## config.mk

```make
export PLATFORM = sky130hd
export DESIGN_NAME = des_round_key_schedule_top
export DESIGN_NICKNAME = d
export VERILOG_FILES = /design/src/rtl/core/drks_pkg.sv /design/src/rtl/core/des_round_key_schedule_top.sv /design/src/rtl/core/drks_round.sv
export SDC_FILE = /design/constraint.sdc
export NUM_CORES = 1
export LEC_CHECK = 0
export ABC_AREA = 1
export BUFFER_PORTS_ARGS = -buffer_cell sky130_fd_sc_hd__buf_2
export CORE_ASPECT_RATIO = 0.75
export CORE_MARGIN = 1
export CORE_UTILIZATION = 30
export DETAILED_ROUTE_END_ITERATION = 8
export GPL_ROUTABILITY_DRIVEN = 0
export PLACE_DENSITY = 0.55
export SYNTH_ARGS = -nofsm -noshare
export SYNTH_HDL_FRONTEND = slang
export SYNTH_HIERARCHICAL = 1
export SYNTH_SLANG_ARGS = --single-unit
```

## constraint.sdc

```tcl
create_clock -name clock -period 5.43 [get_ports clock]
set_input_delay 0.543 -clock clock [delete_from_list [all_inputs] [get_ports clock]]
set_output_delay 0.543 -clock clock [all_outputs]
set_load 0.02 [all_outputs]
```

## src/rtl/core/drks_pkg.sv

```systemverilog
// shared types, tables and bit selection functions for the des round key schedule
`default_nettype none
package drks_pkg;

   localparam int KEY_BITS  = 64;
   localparam int PC1_BITS  = 56;
   localparam int PC2_BITS  = 48;
   localparam int HALF_BITS = 28;
   localparam int ROUNDS    = 16;
   localparam int IDX_BITS  = $clog2(ROUNDS);

   localparam logic [IDX_BITS-1:0] LAST_ROUND = IDX_BITS'(ROUNDS - 1);

   typedef logic [HALF_BITS-1:0] half_type;
   typedef logic [PC2_BITS-1:0]  subkey_type;
   typedef logic [IDX_BITS-1:0]  round_type;

   typedef struct packed {
      half_type c;
      half_type d;
   } halves_type;

   localparam logic [6:0] PC1_TAB [PC1_BITS] = '{
      7'd57, 7'd49, 7'd41, 7'd33, 7'd25, 7'd17, 7'd9,
      7'd1,  7'd58, 7'd50, 7'd42, 7'd34, 7'd26, 7'd18,
      7'd10, 7'd2,  7'd59, 7'd51, 7'd43, 7'd35, 7'd27,
      7'd19, 7'd11, 7'd3,  7'd60, 7'd52, 7'd44, 7'd36,
      7'd63, 7'd55, 7'd47, 7'd39, 7'd31, 7'd23, 7'd15,
      7'd7,  7'd62, 7'd54, 7'd46, 7'd38, 7'd30, 7'd22,
      7'd14, 7'd6,  7'd61, 7'd53, 7'd45, 7'd37, 7'd29,
      7'd21, 7'd13, 7'd5,  7'd28, 7'd20, 7'd12, 7'd4
   };

   localparam logic [5:0] PC2_TAB [PC2_BITS] = '{
      6'd14, 6'd17, 6'd11, 6'd24, 6'd1,  6'd5,  6'd3,  6'd28,
      6'd15, 6'd6,  6'd21, 6'd10, 6'd23, 6'd19, 6'd12, 6'd4,
      6'd26, 6'd8,  6'd16, 6'd7,  6'd27, 6'd20, 6'd13, 6'd2,
      6'd41, 6'd52, 6'd31, 6'd37, 6'd47, 6'd55, 6'd30, 6'd40,
      6'd51, 6'd45, 6'd33, 6'd48, 6'd44, 6'd49, 6'd39, 6'd56,
      6'd34, 6'd53, 6'd46, 6'd42, 6'd50, 6'd36, 6'd29, 6'd32
   };

   // one means a rotation by two, zero a rotation by one
   localparam logic [ROUNDS-1:0] SHIFT_TWO = 16'b0111_1110_1111_1100;

   function automatic halves_type pc1(input logic [KEY_BITS-1:0] key);
      logic [PC1_BITS-1:0] r;
      logic [5:0]          idx;
      r = '0;
      for (int i = 0; i < PC1_BITS; i++) begin
         idx = 6'(KEY_BITS - int'(PC1_TAB[i]));
         r[PC1_BITS-1-i] = key[idx];
      end
      return halves_type'(r);
   endfunction

   function automatic subkey_type pc2(input halves_type h);
      logic [PC1_BITS-1:0] src;
      subkey_type          r;
      logic [5:0]          idx;
      src = h;
      r = '0;
      for (int i = 0; i < PC2_BITS; i++) begin
         idx = 6'(PC1_BITS - int'(PC2_TAB[i]));
         r[PC2_BITS-1-i] = src[idx];
      end
      return r;
   endfunction

endpackage
`default_nettype wire

```

## src/rtl/core/des_round_key_schedule_top.sv

```systemverilog
// top level of the des round key schedule
`default_nettype none
// Each accepted 64-bit key yields sixteen 48-bit round keys, one word per cycle
// while rsp_stall is low, on the rsp channel, tagged with round index 0..15 and
// marked last on the sixteenth. The halves register and the round counter step
// once per emitted word; the next key is taken in the same cycle its
// predecessor's last round key is produced, so keys follow with no gap when
// rsp_stall stays low. An accepted key is loaded into the halves register, and
// its first round key is then registered into the output. Parity bits are ignored.
module des_round_key_schedule_top (
   input  wire                        clock,
   input  wire                        reset,
   input  wire                        req_valid,
   output logic                       req_stall,
   input  wire  [63:0]                req_cipher_key,
   output logic                       rsp_valid,
   input  wire                        rsp_stall,
   output drks_pkg::subkey_type       rsp_round_key,
   output drks_pkg::round_type        rsp_round_index,
   output logic                       rsp_last_round
);
   import drks_pkg::*;

   halves_type halves_ff, halves_in, step_halves;
   subkey_type step_key;
   round_type  round_ff, round_in;
   logic       busy_ff, busy_in;
   logic       rsp_valid_ff, rsp_valid_in;
   subkey_type key_ff;
   round_type  index_ff;
   logic       last_ff;
   logic       advance, finish, accept;

   drks_round u_round (
      .cur    (halves_ff),
      .round  (round_ff),
      .nxt    (step_halves),
      .subkey (step_key)
   );

   always_comb begin
      advance = busy_ff && (!rsp_valid_ff || !rsp_stall);
      finish  = advance && (round_ff == LAST_ROUND);
      req_stall = busy_ff && !finish;
      accept  = req_valid && !req_stall;

      halves_in = halves_ff;
      round_in  = round_ff;
      busy_in   = busy_ff;
      if (accept) begin
         halves_in = pc1(req_cipher_key);
         round_in  = '0;
         busy_in   = 1'b1;
      end else if (advance) begin
         halves_in = step_halves;
         round_in  = round_ff + 1'b1;
         if (finish) begin
            busy_in = 1'b0;
         end
      end

      rsp_valid_in = rsp_valid_ff;
      if (advance) begin
         rsp_valid_in = 1'b1;
      end else if (!rsp_stall) begin
         rsp_valid_in = 1'b0;
      end
   end

   always_ff @(posedge clock) begin
      if (reset) begin
         busy_ff      <= 1'b0;
         round_ff     <= '0;
         rsp_valid_ff <= 1'b0;
      end else begin
         busy_ff      <= busy_in;
         round_ff     <= round_in;
         rsp_valid_ff <= rsp_valid_in;
      end
   end

   always_ff @(posedge clock) begin
      halves_ff <= halves_in;
      if (advance) begin
         key_ff   <= step_key;
         index_ff <= round_ff;
         last_ff  <= (round_ff == LAST_ROUND);
      end
   end

   assign rsp_valid       = rsp_valid_ff;
   assign rsp_round_key   = key_ff;
   assign rsp_round_index = index_ff;
   assign rsp_last_round  = last_ff;

   // a new key always starts at the first round
   a_accept_starts: assert property (@(posedge clock) disable iff (reset)
      (req_valid && !req_stall) |=> (busy_ff && round_ff == '0))
      else $error("accepted key did not start at round zero");

   // the last flag marks exactly the sixteenth word
   a_last_flag: assert property (@(posedge clock) disable iff (reset)
      rsp_valid |-> (rsp_last_round == (rsp_round_index == LAST_ROUND)))
      else $error("last flag disagrees with round index");

   // a key in progress is not dropped before its last round
   a_busy_holds: assert property (@(posedge clock) disable iff (reset)
      (busy_ff && !(advance && round_ff == LAST_ROUND)) |=> busy_ff)
      else $error("schedule stopped before the last round");

endmodule
`default_nettype wire

```

## src/rtl/core/drks_round.sv

```systemverilog
// one round of the schedule: rotate both halves and compress them into the round key
`default_nettype none
module drks_round (
   input  drks_pkg::halves_type cur,
   input  drks_pkg::round_type  round,
   output drks_pkg::halves_type nxt,
   output drks_pkg::subkey_type subkey
);
   import drks_pkg::*;

   always_comb begin
      if (SHIFT_TWO[round]) begin
         nxt.c = {cur.c[HALF_BITS-3:0], cur.c[HALF_BITS-1:HALF_BITS-2]};
         nxt.d = {cur.d[HALF_BITS-3:0], cur.d[HALF_BITS-1:HALF_BITS-2]};
      end else begin
         nxt.c = {cur.c[HALF_BITS-2:0], cur.c[HALF_BITS-1]};
         nxt.d = {cur.d[HALF_BITS-2:0], cur.d[HALF_BITS-1]};
      end
      subkey = pc2(nxt);
   end

endmodule
`default_nettype wire
```

; ---- Word-level counts from Yosys, hierarchy flattened
; Memory sizes are Yosys's and may differ from the RTL's. A register that Yosys moved wholly into a read port is not among the register bits.
; Cells that the tools add are included.
[word_totals]
regBits = 115
mem_bits_ro = 16
output_inout_bits = 55
wordCells = 37
memories = 1
[memory_table]
columns = name, words, width, rd, rd_ports_with_merged_regs, write_ports, line_no
row1 = (no name shown), 16, 1, 1, 1, 0, drks_round.sv:12  ; if (SHIFT_TWO[round]) begin
[classes]
n_addsub = 1
magnitude_cmp = 1
n_eq_ne = 2
muxes = 11
n_reduce_logical = 13
[ops]
columns = cell, count
row1 = $mux W56, 3
row2 = $mux W4, 2
row3 = $mux W1, 6
row4 = $lt A4 B5 Y1 const B, 1
row5 = $add A4 B1 Y4 const B, 1
row6 = $eq A4 B4 Y1 const B, 1
row7 = $logic_and A1 B1 Y1, 4
row8 = $logic_not A1 Y1, 4
row9 = $reduce_bool A2 Y1, 2
row10 = $ne A2 B1 Y1 const B, 1
row11 = $reduce_and A2 Y1, 1
row12 = $reduce_or A2 Y1, 1
row13 = $logic_or A1 B1 Y1, 1

; ---- Longest topological paths before layout
[depth]
word_depth = 10
mapped_depth = 10
ltp_nobuf = 8

; ---- By module
; Netlist, hierarchy kept.
[modules_own_cells]
columns = mod, n_inst, cells_per_inst, area_each_um2, seq_area_each_um2
row1 = des_round_key_schedule_top, 1, 337, 4381.7, 3393.3
row2 = drks_round, 1, 239, 1228.7, 0.0

; ---- Worst setup path after synthesis
; No wires, ideal clock.
[synth_timing]
path_kind = register to register
from = register round_ff[0]
to = register halves_ff[0] (netlist bit), enable pin
setup_time_ns = 0.415
arrival_time_ns = 2.400
slack_ns = 2.615
path_stages_with_launch = 10
n_path_buf = 2
synth_period_minus_slack_ns = 2.815
cell_sequence = dfxtp_1 -> ha_1 -> inv_1 -> nor2_2 -> nand2_1 -> nand2_2 -> nand2_2 -> buf_6 -> buf_6 -> nand2_1
[synth_via]
elab_chain_len = 7
[synth_rtl]
columns = item, line_no
row1 = start: declaration, des_round_key_schedule_top.sv:26  ; round_type round_ff, round_in;
row2 = start signal: assignment, des_round_key_schedule_top.sv:77  ; round_ff <= round_in;
row3 = $eq A4 B4 Y1, des_round_key_schedule_top.sv:43  ; finish = advance && (round_ff == LAST_ROUND);
row4 = $logic_and A1 B1 Y1, des_round_key_schedule_top.sv:43
row5 = $logic_not A1 Y1, des_round_key_schedule_top.sv:44  ; req_stall = busy_ff && !finish;
row6 = $logic_and A1 B1 Y1, des_round_key_schedule_top.sv:44
row7 = $logic_not A1 Y1, des_round_key_schedule_top.sv:45  ; accept = req_valid && !req_stall;
row8 = $logic_and A1 B1 Y1, des_round_key_schedule_top.sv:45
row9 = $reduce_bool A2 Y1 (no line), -
row10 = end signal: assignment, des_round_key_schedule_top.sv:83  ; halves_ff <= halves_in;
row11 = end: declaration, des_round_key_schedule_top.sv:24  ; halves_type halves_ff, halves_in, step_halves;
; Every way passes these cells.
; A chain may end at the register's enable or synchronous reset.

; ---- Final worst setup path
[layout_timing]
from = register round_ff[1]
to = register halves_ff[28] (netlist bit), enable pin
; Same word-level chain as after synthesis.

==> key figures <==
STA
  – Tightest slew margin relative to the limit: 22.8%
  – Hold Fails Final Rpt: 0
  – Largest clock skew in the final design: approximately 4 ps
  – Setup tns final: 0 ps
  – Number of pins exceeding their max-slew limit in the final report: 0
  – Setup repair after global routing missed its margin: false
  – Min Clock Period, post-route: 3080 ps
  – Crit path setup slack, layout: roughly 2400 ps
  – Hold Worst Slack: around 330 ps
  – Number of failing setup endpoints in the final timing report: 0
  – Actual slew at the worst max-slew pin: roughly 1200 ps
  – Final period utilization: 56.7%
  – Maximum achievable frequency: approximately 0.32 GHz

Clocking
  – Number of clock sinks: approximately 120
  – Number of buffers created by CTS: 17
  – Setup Fix Bufs, Post-CTS: 0
  – TritonCTS clock tree: yes
  – CTS Hold Buffers Added: 0
  – Clk buf depth: 2
  – CTS H-tree lvls: 4
  – Post-cts gate resize count: 0
  – CTS Root Cell: sky130_fd_sc_hd__clkbuf_16
  – Clk slew on worst S/H paths: approximately 50 ps
  – Clock latency of the later-clocked register in the worst-skew pair: about 400 ps

Synthesis
  – Prevailing post-synth register cell: sky130_fd_sc_hd__edfxtp_1
  – Cells after synthesis: 576
  – Unique masters post-synth: 18
  – Number of flops mapped to enable cells by yosys: approximately 110
  – Number of nets produced by synthesis: ~650
  – Netlist Area Pre-Place: about 0.0056 mm²
  – Mean area per synthesized cell: slightly below 10 µm²
  – Warnings from Yosys: 6
  – Async set or reset register ratio after synthesis: 0%
  – Synthesis-stage register bit count: about 120
  – Portion of the post-synthesis area used by sequential elements: approximately three fifths

Critical path
  – Largest incremental delay on the critical path: approximately 600 ps
  – Critical setup path kind: flip-flop to flip-flop
  – R2r startpoint: round_ff[1]
  – Endpoint arrival time on the critical path: around 3100 ps
  – Total stage count of the critical path: 9
  – Critical Path End Type: flip-flop
  – Required arrival time at the worst endpoint: 5490 ps
  – Cell with the largest stage delay on the worst path: sky130_fd_sc_hd__nand2_2
  – Capture point of the worst reg-to-reg path: halves_ff[28]
  – CP Buf/Inv Count: 3
  – Critical-path cell list: ha_1, inv_1, nor2_2, nand2_1, nand2_2, buf_4, nand2_2, nand2_2, buf_4
  – Setup crit start kind: flip-flop
  – Worst reg2reg setup slack: 2350 ps
  – Most prevalent standard cell on the critical path: sky130_fd_sc_hd__nand2_2
  – Crit-path leading delay family: buffers and inverters
  – Top fanout value on the critical path: 58
  – Number of cells on the worst reg-to-reg path: 9

GRT
  – Grt met3 use: 4.94%
  – Via count of the first global-routing pass: 4,009
  – Fraction of met2 tracks used by global routing: 21.8%
  – Total overflow reported by the global router: 0
  – Number of antenna violations at the first check in global routing: 1
  – Largest net degree at the start of global routing: between 50 and 60
  – Global-route usage over all layers: roughly 14%
  – GR Layer Usage met1: 18.1%
  – Global-route wire length before repair: approximately 21 mm
  – Most heavily used metal layer in global routing: met2

Drt
  – DRC: 0
  – Vias: slightly below 4,000
  – Initial detailed-routing violation count: between 200 and 250
  – Routed Antenna Nets: 0
  – First drt pass iteration count: 4
  – Ratio of routed vias to standard cells: 4.47
  – Total Routed Length: ~13 mm
  – Average wire per cell in the routed design: 14.4 µm

Die
  – Die area: around 0.019 mm²
  – Vertical die dimension: approximately 120 µm
  – Initial Util: 31.2%
  – # rows: 42
  – Ports placed on the boundary: roughly 120
  – Die X: between 150 and 200 µm
  – Area of the core: 0.0180 mm²

Place
  – Count of input and output buffers: between 100 and 150
  – DP Cell Count: ~860
  – DP HPWL: between 7 and 8 mm
  – Placement-stage worst setup slack: approximately 2300 ps

Min path
  – Hold path cells: 2
  – Min-delay worst type: input port to flip-flop
  – Hold path startpoint: reset
  – Hold worst-path end: busy_ff

Job
  – Max cap viols: 0

Cells and area
  – Number of fillers in the final layout: around 1,900
  – Net count of the finished layout: between 700 and 800
  – Layout cell share with drive strength beyond 1: between 20% and 30%
  – Filler-free cell count of the finished design: about 900
  – Most common library cell in the layout ignoring fill and taps: sky130_fd_sc_hd__nand2_1
  – Most used cells in the layout excluding fill and tap cells: 235 x sky130_fd_sc_hd__nand2_1, 114 x sky130_fd_sc_hd__nand3_1, 114 x sky130_fd_sc_hd__buf_2, 109 x sky130_fd_sc_hd__edfxtp_1, 17 x sky130_fd_sc_hd__clkbuf_16
  – Total inserted antenna cells: 0
  – Synthesis-to-layout area growth: 15.5%

Power and ir drop
  – Pwr Density: between 300 and 400 mW/mm²
  – Standby leakage power: between 0.002 and 0.003 µW
  – Maximum VDD drop: around 0.14 mV

Run status
  – Run status: completed
-- cell families (layout without fill, tap and decap cells) --
logic type / Yosys count / in the layout / synth area share, %
AND/OR/NAND/NOR: 365 / 365 / 27.1
flip-flops: 115 / 115 / 60.5
buffers and inverters: 91 / 160 / 11.6
AO/OA/AOI/OAI: 3 / 3 / 0.379
adder cells (fa/ha/maj): 1 / 1 / 0.223
XOR/XNOR: 1 / 1 / 0.156
-- flip-flops by register name, summed over array words and instances, names as in the netlist --
register	cells
rsp_round_key	48
rsp_valid	1
halves_ff	56
rsp_round_index	4
round_ff	4
busy_ff	1
rsp_last_round	1
-- cells in the mapped netlist, types with 2 or more instances --
cell | n | area, µm²
sky130_fd_sc_hd__buf_2 | 8 | 40.0
sky130_fd_sc_hd__nand2_1 | 237 | 890
sky130_fd_sc_hd__clkbuf_1 | 6 | 22.5
sky130_fd_sc_hd__nor2_1 | 9 | 33.8
sky130_fd_sc_hd__edfxtp_1 | 109 | 3270
sky130_fd_sc_hd__nand3_1 | 115 | 576
sky130_fd_sc_hd__buf_4 | 60 | 450
sky130_fd_sc_hd__nand2_2 | 2 | 12.5
sky130_fd_sc_hd__dfxtp_1 | 6 | 120
sky130_fd_sc_hd__buf_6 | 10 | 113
sky130_fd_sc_hd__inv_1 | 7 | 26.3
-- worst reg2reg max path, delay by kind of cell, from the launching register on --
kind,cells,cell delay [ps]
flip-flops,1,470
adder cells (fa/ha/maj),1,220
AND/OR/NAND/NOR,5,1000
buffers and inverters,3,1040
-- how the worst max path moves through the flow --
stage                 from             to  slack, ps
2_1_floorplan  round_ff[0]   halves_ff[0]       2610
3_3_place_gp   round_ff[1]  halves_ff[35]       2380
3_5_place_dp   round_ff[1]  halves_ff[30]       2270
4_1_cts        round_ff[1]  halves_ff[31]       2260
5_1_grt        round_ff[1]  halves_ff[28]       2070
6_report       round_ff[1]  halves_ff[28]       2350
-- cell type report --
class	instances	area [µm²]	area share [%]
clock buffer	20	437	6.74
clock inverter	12	115	1.78
inverter	7	26.3	0.405
multi-input combinational	370	1580	24.4
sequential	115	3390	52.4
tap	242	303	4.67
timing repair buffer	121	623	9.62
-- stage by stage --
step	utilization (%)	total power [µW]	instance area (µm²)
final	36.1	2490	6480
after global routing	36.1	2610	6480
after CTS	36.1	2530	6480
after detailed placement	33.0	1460	5930
after global placement	33.0	1460	5930
after floorplan	-	1430	5610
-- routing by layer --
metal  up-vias  wire length (µm)
li1       1996                 -
met1      1849              6080
met2       110              5620
met3         9               920
met4         0               114
met5         -                 0
-- where the power goes --
part,internal (µW),switching [µW]
sequential,1100,36.6
clock,666,379
combinational,102,203
Power figures use the tool's default switching activity.
